===== src/rtl/ilb_pkg.sv =====
`default_nettype none
package ilb_pkg;

    // payload widths
    localparam int KIND_W  = 3;
    localparam int POS_W   = 5;
    localparam int DATA_W  = 32;
    localparam int STAT_W  = 2;
    localparam int COUNT_W = 5;
    // wide enough for any list index or count up to the largest capacity
    localparam int AT_W    = 9;

    // request kinds
    localparam logic [KIND_W-1:0] KIND_READ     = 3'd0;
    localparam logic [KIND_W-1:0] KIND_INS_HEAD = 3'd1;
    localparam logic [KIND_W-1:0] KIND_INS_TAIL = 3'd2;
    localparam logic [KIND_W-1:0] KIND_INS_AT   = 3'd3;
    localparam logic [KIND_W-1:0] KIND_DELETE   = 3'd4;

    // result status codes
    localparam logic [STAT_W-1:0] STAT_DONE  = 2'd0;
    localparam logic [STAT_W-1:0] STAT_RANGE = 2'd1;
    localparam logic [STAT_W-1:0] STAT_FULL  = 2'd2;

    // value returned when nothing is read
    localparam logic signed [DATA_W-1:0] RD_NONE = -32'sd1;

    typedef enum logic {
        ILB_IDLE,
        ILB_GATHER
    } state_t;

    // command broadcast from the controller to every cell
    typedef struct packed {
        logic              shift_up;
        logic              shift_down;
        logic              capture;
        logic [AT_W-1:0]   at;
        logic [DATA_W-1:0] value;
    } cell_cmd_t;

endpackage
`default_nettype wire


===== src/rtl/ilb_cell.sv =====
`default_nettype none
module ilb_cell #(
    parameter int IDX = 0
) (
    input  wire logic                          aclk,
    input  wire ilb_pkg::cell_cmd_t            cmd,
    input  wire logic [ilb_pkg::DATA_W-1:0]    left_data,
    input  wire logic [ilb_pkg::DATA_W-1:0]    right_data,
    output logic      [ilb_pkg::DATA_W-1:0]    data_o,
    output logic      [ilb_pkg::DATA_W-1:0]    rd_o
);
    import ilb_pkg::*;

    localparam logic [AT_W-1:0] MY_IDX = AT_W'(IDX);

    logic [DATA_W-1:0] data_reg;
    logic [DATA_W-1:0] data_next;
    logic [DATA_W-1:0] rd_reg;
    logic [DATA_W-1:0] rd_next;

    // insert opens a gap at the target, delete pulls the right neighbor in
    always_comb begin
        data_next = data_reg;
        if (cmd.shift_up) begin
            if (MY_IDX > cmd.at) begin
                data_next = left_data;
            end else if (MY_IDX == cmd.at) begin
                data_next = cmd.value;
            end
        end else if (cmd.shift_down) begin
            if (MY_IDX >= cmd.at) begin
                data_next = right_data;
            end
        end
    end

    // masked copy for the read gather, reloaded on each in-range read and held
    // until the next one, zero unless this cell is addressed
    always_comb begin
        rd_next = rd_reg;
        if (cmd.capture) begin
            rd_next = (MY_IDX == cmd.at) ? data_reg : '0;
        end
    end

    always_ff @(posedge aclk) begin
        data_reg <= data_next;
        rd_reg   <= rd_next;
    end

    assign data_o = data_reg;
    assign rd_o   = rd_reg;

endmodule
`default_nettype wire


===== src/rtl/ilb_ctrl.sv =====
`default_nettype none
module ilb_ctrl #(
    parameter int CAPACITY = 16
) (
    input  wire logic                              aclk,
    input  wire logic                              aresetn,
    input  wire logic                              s_valid,
    output logic                                   s_ready,
    input  wire logic        [ilb_pkg::KIND_W-1:0] s_kind,
    input  wire logic        [ilb_pkg::POS_W-1:0]  s_position,
    input  wire logic signed [ilb_pkg::DATA_W-1:0] s_value,
    input  wire logic        [ilb_pkg::DATA_W-1:0] read_word,
    output ilb_pkg::cell_cmd_t                     cmd,
    output logic        [ilb_pkg::AT_W-1:0]        list_count,
    output logic                                   m_valid,
    input  wire logic                              m_ready,
    output logic signed [ilb_pkg::DATA_W-1:0]      m_read_value,
    output logic        [ilb_pkg::STAT_W-1:0]      m_status,
    output logic        [ilb_pkg::COUNT_W-1:0]     m_count
);
    import ilb_pkg::*;

    localparam int CNT_W = $clog2(CAPACITY + 1);
    localparam logic [CNT_W-1:0] CNT_FULL = CNT_W'(CAPACITY);

    state_t state_reg, state_next;

    logic [CNT_W-1:0]  count_reg, count_next;
    logic [STAT_W-1:0] stat_reg, stat_next;
    logic              rd_en_reg, rd_en_next;

    logic                     m_valid_reg, m_valid_next;
    logic signed [DATA_W-1:0] m_read_value_reg, m_read_value_next;
    logic [STAT_W-1:0]        m_status_reg, m_status_next;
    logic [COUNT_W-1:0]       m_count_reg, m_count_next;

    logic            accept;
    logic [AT_W-1:0] pos_w;
    logic [AT_W-1:0] cnt_w;
    logic [AT_W-1:0] at_sel;
    logic            load_out;

    assign pos_w  = AT_W'(s_position);
    assign cnt_w  = AT_W'(count_reg);
    assign accept = s_valid && (state_reg == ILB_IDLE);

    // target position: head or tail for those inserts, else the request position
    always_comb begin
        case (s_kind)
            KIND_INS_HEAD: at_sel = '0;
            KIND_INS_TAIL: at_sel = cnt_w;
            default:       at_sel = pos_w;
        endcase
    end

    // request decode: range and full checks, cell command, new count
    always_comb begin
        cmd.shift_up   = 1'b0;
        cmd.shift_down = 1'b0;
        cmd.capture    = 1'b0;
        cmd.at         = at_sel;
        cmd.value      = s_value;
        count_next     = count_reg;
        stat_next      = stat_reg;
        rd_en_next     = rd_en_reg;
        if (accept) begin
            stat_next  = STAT_DONE;
            rd_en_next = 1'b0;
            unique case (s_kind) inside
                KIND_READ: begin
                    if (pos_w < cnt_w) begin
                        cmd.capture = 1'b1;
                        rd_en_next  = 1'b1;
                    end else begin
                        stat_next = STAT_RANGE;
                    end
                end
                KIND_INS_HEAD, KIND_INS_TAIL, KIND_INS_AT: begin
                    if (at_sel > cnt_w) begin
                        stat_next = STAT_RANGE;
                    end else if (count_reg == CNT_FULL) begin
                        stat_next = STAT_FULL;
                    end else begin
                        cmd.shift_up = 1'b1;
                        count_next   = count_reg + CNT_W'(1);
                    end
                end
                KIND_DELETE: begin
                    if (pos_w < cnt_w) begin
                        cmd.shift_down = 1'b1;
                        count_next     = count_reg - CNT_W'(1);
                    end else begin
                        stat_next = STAT_RANGE;
                    end
                end
                default: begin
                    stat_next = STAT_RANGE;
                end
            endcase
        end
    end

    // sequencer: accept, then gather the read word into the output register
    always_comb begin
        state_next        = state_reg;
        load_out          = 1'b0;
        m_valid_next      = m_valid_reg && !m_ready;
        m_read_value_next = m_read_value_reg;
        m_status_next     = m_status_reg;
        m_count_next      = m_count_reg;
        unique case (state_reg)
            ILB_IDLE: begin
                if (accept) begin
                    state_next = ILB_GATHER;
                end
            end
            ILB_GATHER: begin
                if (!m_valid_reg || m_ready) begin
                    load_out   = 1'b1;
                    state_next = ILB_IDLE;
                end
            end
            default: begin
                state_next = ILB_IDLE;
            end
        endcase
        if (load_out) begin
            m_valid_next      = 1'b1;
            m_read_value_next = rd_en_reg ? read_word : RD_NONE;
            m_status_next     = stat_reg;
            m_count_next      = COUNT_W'(count_reg);
        end
    end

    always_ff @(posedge aclk) begin
        if (!aresetn) begin
            state_reg   <= ILB_IDLE;
            count_reg   <= '0;
            m_valid_reg <= 1'b0;
        end else begin
            state_reg   <= state_next;
            count_reg   <= count_next;
            m_valid_reg <= m_valid_next;
        end
    end

    always_ff @(posedge aclk) begin
        stat_reg         <= stat_next;
        rd_en_reg        <= rd_en_next;
        m_read_value_reg <= m_read_value_next;
        m_status_reg     <= m_status_next;
        m_count_reg      <= m_count_next;
    end

    assign s_ready      = (state_reg == ILB_IDLE);
    assign list_count   = cnt_w;
    assign m_valid      = m_valid_reg;
    assign m_read_value = m_read_value_reg;
    assign m_status     = m_status_reg;
    assign m_count      = m_count_reg;

endmodule
`default_nettype wire


===== src/rtl/indexed_list_buffer_unit.sv =====
`default_nettype none
// channel  | valid / ready     | payload
// ---------+-------------------+--------------------------------------
// input    | s_valid / s_ready | s_kind, s_position, s_value
// result   | m_valid / m_ready | m_read_value, m_status, m_count
//
// The cells shift or capture on the accept edge, and the captured words are
// then ORed into the output register from the gather state.
// No new item is taken until the gather state has loaded the result.
// A result waiting in the output register does not block the next accept;
// the gather stage holds until that register frees.
// Reset clears the element count and the handshake state only.
module indexed_list_buffer_unit #(
    parameter int CAPACITY = 16
) (
    input  wire logic                              aclk,
    input  wire logic                              aresetn,
    input  wire logic                              s_valid,
    output logic                                   s_ready,
    input  wire logic        [ilb_pkg::KIND_W-1:0] s_kind,
    input  wire logic        [ilb_pkg::POS_W-1:0]  s_position,
    input  wire logic signed [ilb_pkg::DATA_W-1:0] s_value,
    output logic                                   m_valid,
    input  wire logic                              m_ready,
    output logic signed [ilb_pkg::DATA_W-1:0]      m_read_value,
    output logic        [ilb_pkg::STAT_W-1:0]      m_status,
    output logic        [ilb_pkg::COUNT_W-1:0]     m_count
);
    import ilb_pkg::*;

    cell_cmd_t         cmd;
    logic [AT_W-1:0]   list_count;
    logic [DATA_W-1:0] cell_data [CAPACITY];
    logic [DATA_W-1:0] cell_rd   [CAPACITY];
    logic [DATA_W-1:0] read_word;

    // controller
    ilb_ctrl #(
        .CAPACITY (CAPACITY)
    ) u_ctrl (
        .aclk         (aclk),
        .aresetn      (aresetn),
        .s_valid      (s_valid),
        .s_ready      (s_ready),
        .s_kind       (s_kind),
        .s_position   (s_position),
        .s_value      (s_value),
        .read_word    (read_word),
        .cmd          (cmd),
        .list_count   (list_count),
        .m_valid      (m_valid),
        .m_ready      (m_ready),
        .m_read_value (m_read_value),
        .m_status     (m_status),
        .m_count      (m_count)
    );

    // row of cells, element 0 first
    for (genvar i = 0; i < CAPACITY; i++) begin : g_cell
        logic [DATA_W-1:0] left_d;
        logic [DATA_W-1:0] right_d;
        if (i == 0) begin : g_first
            assign left_d = '0;
        end else begin : g_mid_l
            assign left_d = cell_data[i-1];
        end
        if (i == CAPACITY - 1) begin : g_last
            assign right_d = cell_data[i];
        end else begin : g_mid_r
            assign right_d = cell_data[i+1];
        end
        ilb_cell #(
            .IDX (i)
        ) u_cell (
            .aclk       (aclk),
            .cmd        (cmd),
            .left_data  (left_d),
            .right_data (right_d),
            .data_o     (cell_data[i]),
            .rd_o       (cell_rd[i])
        );
    end

    // gather: at most one cell holds a nonzero capture
    always_comb begin
        read_word = '0;
        for (int k = 0; k < CAPACITY; k++) begin
            read_word = read_word | cell_rd[k];
        end
    end

`ifndef SYNTH
    // the list never grows past its capacity
    a_count_bound: assert property (@(posedge aclk) disable iff (!aresetn)
        list_count <= AT_W'(CAPACITY))
        else $error("element count above capacity");

    // an accepted item occupies the gather cycle
    a_gather: assert property (@(posedge aclk) disable iff (!aresetn)
        (s_valid && s_ready) |=> !s_ready)
        else $error("item accepted during gather");

    // a rejected item returns the no-data value
    a_no_data: assert property (@(posedge aclk) disable iff (!aresetn)
        (m_valid && (m_status != STAT_DONE)) |-> (m_read_value == RD_NONE))
        else $error("failed item carries data");

    // full is reported only at capacity
    a_full: assert property (@(posedge aclk) disable iff (!aresetn)
        (m_valid && (m_status == STAT_FULL)) |-> (m_count == COUNT_W'(CAPACITY)))
        else $error("full status below capacity");
`endif

endmodule
`default_nettype wire


===== config.mk =====
export PLATFORM = sky130hd
export DESIGN_NAME = indexed_list_buffer_unit
export DESIGN_NICKNAME = d
export VERILOG_FILES = /design/src/rtl/ilb_pkg.sv /design/src/rtl/ilb_cell.sv /design/src/rtl/ilb_ctrl.sv /design/src/rtl/indexed_list_buffer_unit.sv
export SDC_FILE = /design/constraint.sdc
export NUM_CORES = 2
export LEC_CHECK = 0
export ABC_AREA = 1
export BUFFER_PORTS_ARGS = -buffer_cell sky130_fd_sc_hd__buf_2
export CORE_MARGIN = 4
export CORE_UTILIZATION = 30
export DETAILED_ROUTE_END_ITERATION = 10
export PLACE_DENSITY = 0.4
export SYNTH_ARGS = -nofsm -noshare
export SYNTH_HDL_FRONTEND = slang
export SYNTH_SLANG_ARGS = --single-unit

===== constraint.sdc =====
create_clock -name aclk -period 89.1 [get_ports aclk]
set_input_delay 8.91 -clock aclk [delete_from_list [all_inputs] [get_ports aclk]]
set_output_delay 8.91 -clock aclk [all_outputs]
set_load 0.02 [all_outputs]

==> flow_summary.ini <==
[power_and_ir_drop]
worst_ir_drop_vdd_mv = 0.0138
power_density_mw_per_mm2 = 21.6
power_w = 0.00119
power_leakage_nw = 20.1

[timing]
final.setup.tns_ps = 0
timing.final.max_slew_violations = 0
fin_worst_skew_ps = 27.6
finalWorstSetupSlack_ps = 75150
min_period_ps = 13950
tightest_slew_ps = 1160
report.final.setup_viol = 0
maxSlewHeadroom_pct = 22.8
fin_crit_sh_pct = 15.7
timing.fmax_ghz = 0.0717
final-hold-violation-count = 0
grt_setup_unrepaired = false

[synthesis]
synth_area_leaders = sky130_fd_sc_hd__edfxtp_1, sky130_fd_sc_hd__nand2_1, sky130_fd_sc_hd__nand3_1, sky130_fd_sc_hd__nor2_1, sky130_fd_sc_hd__inv_1
synthDistinctLibCells = 35
synth_top_cell_area_share_pct = 66.0
synth_area_per_cell_um2 = 10.3
synth.yosys.seq_area_share_pct = 66.3
ys_seq_elements = 1073
synth_ff_type = sky130_fd_sc_hd__edfxtp_1
synthesis.nets = 4784
post-synth-top-area-cell = sky130_fd_sc_hd__edfxtp_1
synth_enable_flop_cells = 1066
post_synthesis_cell_count = 4727
yosysWarnings = 0
synthArstFlopShare_pct = 0
synthesis.area_mm2 = 0.0485

[floorplanning]
area_enclosed_by_the_die_boundary_mm2 = 0.168
die_height_um = 410
rows = 147
initial_core_util_pct = 30.2
floorplan.io_pins = 85
placeableCoreArea_mm2 = 0.161
die_span_in_x_um = 410

[global_route]
grt_start_max_net_pins = 220
global_route.peak_usage_layer = met2
gr-usage-met1_pct = 30.1
total_congestion_overflow_after_global_routing = 0
antenna_violations_before_repair = 8
grt_use_total_pct = 21.6
grt.met2_usage_pct = 35.6
met3_usage_pct = 2.91
grt_pass1_vias = 34900
grt_pass1_wl_um = 261000

[cts]
max-clock-path-buffers = 3
cts_tree = built
clock_tree.root_cell = sky130_fd_sc_hd__clkbuf_16
post_cts.repair.setup_buffers = 0
post_cts_hold_buffer_count = 0
cts.clk_slew.worst_paths_ps = 60
cts_max_level = 4
post_cts.resized_instances = 0
number_of_clock_buffers_inserted_by_tritoncts = 133
clkLatencyLatePin_ps = 770
numClockSinks = 1073

[critical_path]
cp_slowest_stage_delay_ps = 920
critical_path.n_buffers_inverters = 6
critical-path-slowest-cell = sky130_fd_sc_hd__buf_4
critical_path.startpoint_type = primary input
cp.arrival_ps = 14550
criticalPathCategory = primary input to flop
kind_of_cell_adding_the_most_delay_to_the_critical_path = buffers and inverters
cell_chain_of_the_critical_path = buf_2 -> inv_1 -> nand2_1 -> nand3_2 -> a21oi_4 -> buf_4 -> ha_1 -> nor3_1 -> o21ai_0 -> nand2_4 -> inv_8 -> buf_4 -> buf_4 -> o21ai_0 -> o22ai_1
endpoint_kind = flop
r2r_setup_slack_ps = 83070
worst-endpoint-required_ps = 89690
worst-path-max-fanout = 174
cell_type_with_the_highest_occurrence_count_on_the_critical_path = sky130_fd_sc_hd__buf_4

[placement]
io_buffers = 84
dp_worst_setup_slack_ps = 74420
dp_hpwl_um = 101000
post-place-cells = 6730
gp_routability_congestion = 0.763

[layout]
n_fill_cell = 16300
finish.net_count = 4762
flow.area_growth_from_synthesis_pct = 14.0
final_layout_size_suffix_gt1_share_pct = 8.78
final_cell_count_no_fill = 6975

[routing]
routed_vias = 35600
drt_drc_violations_left = 0
totalWireLength_um = 185000
drtIter0Drc = 3286
dr.pass1.iters = 6
vias_per_instance = 5.11
wire_per_inst_um = 26.5
final_antenna_net_count = 0

[flow_run]
max-cap-violations = 0

[outcome]
status = finished, final reports clean

[hold_path]
hold_class = flop to flop
power by group:
part / internal [W] / total, W / leakage [nW] / switching [W]
Sequential: 0.000563 / 0.000566 / 9.27 / 0.00000302
Combinational: 0.0000201 / 0.000102 / 8.85 / 0.0000823
Clock: 0.000301 / 0.000523 / 2.02 / 0.000222
Yosys cell counts, types with 2 or more instances:
| cell | instances |
|---|---|
| sky130_fd_sc_hd__nand4_1 | 72 |
| sky130_fd_sc_hd__inv_2 | 9 |
| sky130_fd_sc_hd__buf_1 | 8 |
| sky130_fd_sc_hd__nor2_4 | 2 |
| sky130_fd_sc_hd__o21ai_1 | 28 |
| sky130_fd_sc_hd__nor3_1 | 69 |
| sky130_fd_sc_hd__clkbuf_1 | 184 |
| sky130_fd_sc_hd__a21oi_1 | 74 |
| sky130_fd_sc_hd__inv_1 | 539 |
| sky130_fd_sc_hd__buf_4 | 3 |
| sky130_fd_sc_hd__ha_1 | 12 |
| sky130_fd_sc_hd__buf_6 | 2 |
| sky130_fd_sc_hd__nand2_1 | 783 |
| sky130_fd_sc_hd__nor2_2 | 14 |
| sky130_fd_sc_hd__o211ai_1 | 64 |
| sky130_fd_sc_hd__or4_1 | 32 |
| sky130_fd_sc_hd__xor2_1 | 3 |
| sky130_fd_sc_hd__nand3_2 | 4 |
| sky130_fd_sc_hd__buf_2 | 121 |
| sky130_fd_sc_hd__nand2_2 | 10 |
| sky130_fd_sc_hd__o21ai_0 | 301 |
| sky130_fd_sc_hd__nor2_1 | 625 |
| sky130_fd_sc_hd__o22ai_1 | 64 |
| sky130_fd_sc_hd__nor4_1 | 64 |
| sky130_fd_sc_hd__dfxtp_1 | 7 |
| sky130_fd_sc_hd__edfxtp_1 | 1066 |
| sky130_fd_sc_hd__nand3_1 | 559 |
layout make-up:
class / instances / area, um^2 / share of cell area [%]
Multi-Input combinational cell: 2788 / 13200 / 23.8
Tap cell: 2160 / 2700 / 4.89
Timing Repair Buffer: 161 / 1020 / 1.85
Inverter: 548 / 2070 / 3.75
Clock buffer: 175 / 3670 / 6.64
Clock inverter: 63 / 450 / 0.815
Sequential cell: 1073 / 32200 / 58.2
Antenna cell: 7 / 17.5 / 0.0317
logic make-up after synthesis:
kind of cell             share of synthesized area (%)
AO/OA/AOI/OAI                                     6.05
adder cells (fa/ha/maj)                          0.351
flip-flops                                        66.3
XOR/XNOR                                        0.0723
buffers and inverters                             7.07
AND/OR/NAND/NOR                                   20.1
per-layer routing:
layer / share of wire (%) / vias up / wire length, um
met3: 6.1 / 258 / 11300
met5: 0 / - / 0
met1: 44 / 18000 / 82200
met2: 47 / 1207 / 87200
met4: 2.4 / 0 / 4480
li1: - / 16200 / -
placed cells by master (no fill, tap or decap), types with 3 or more instances in the layout:
master	count
sky130_fd_sc_hd__nor2_4	14
sky130_fd_sc_hd__inv_2	9
sky130_fd_sc_hd__a21oi_4	4
sky130_fd_sc_hd__nand4_1	72
sky130_fd_sc_hd__buf_4	75
sky130_fd_sc_hd__nand3_1	552
sky130_fd_sc_hd__nand3_2	8
sky130_fd_sc_hd__nor3_1	68
sky130_fd_sc_hd__dfxtp_1	7
sky130_fd_sc_hd__inv_1	534
sky130_fd_sc_hd__nand2_4	9
sky130_fd_sc_hd__nor2_2	13
sky130_fd_sc_hd__nor2_1	614
sky130_fd_sc_hd__clkbuf_1	33
sky130_fd_sc_hd__clkbuf_16	141
sky130_fd_sc_hd__nand2_1	769
sky130_fd_sc_hd__or4_1	32
sky130_fd_sc_hd__buf_2	84
sky130_fd_sc_hd__o21ai_1	28
sky130_fd_sc_hd__o22ai_1	64
sky130_fd_sc_hd__xor2_1	3
sky130_fd_sc_hd__o21ai_0	301
sky130_fd_sc_hd__nor4_1	64
sky130_fd_sc_hd__bufinv_16	4
sky130_fd_sc_hd__inv_6	3
sky130_fd_sc_hd__diode_2	7
sky130_fd_sc_hd__edfxtp_1	1066
sky130_fd_sc_hd__a21oi_1	71
sky130_fd_sc_hd__o211ai_1	64
sky130_fd_sc_hd__ha_1	12
sky130_fd_sc_hd__clkinv_1	27
sky130_fd_sc_hd__clkinv_2	27
sky130_fd_sc_hd__nand3_4	3
sky130_fd_sc_hd__nand2_2	16
worst paths after layout:
check / start / end / cells past startpoint
hold / removal: u_ctrl.stat_reg[1]$_DFFE_PP_ / u_ctrl.m_status[1]$_DFFE_PP_ / 0
setup reg to reg: u_ctrl.count_reg[0]$_SDFFE_PN0P_ / g_cell[4].u_cell.data_o[15]$_DFFE_PP_ / 13
hold reg to reg: u_ctrl.stat_reg[1]$_DFFE_PP_ / u_ctrl.m_status[1]$_DFFE_PP_ / 0
setup / recovery: s_kind[0] / g_cell[4].u_cell.data_o[15]$_DFFE_PP_ / 15
metrics by stage:
step | hold WS [ps] | utilization, % | area [um^2]
after floorplan | 400 | - | 48500
after global placement | 414 | 31.8 | 51100
after detailed placement | 415 | 31.8 | 51100
after CTS | 429 | 34.4 | 55200
after global routing | 434 | 34.4 | 55200
final | 424 | 34.4 | 55200
No activity file was read; power rests on OpenSTA's default activity.
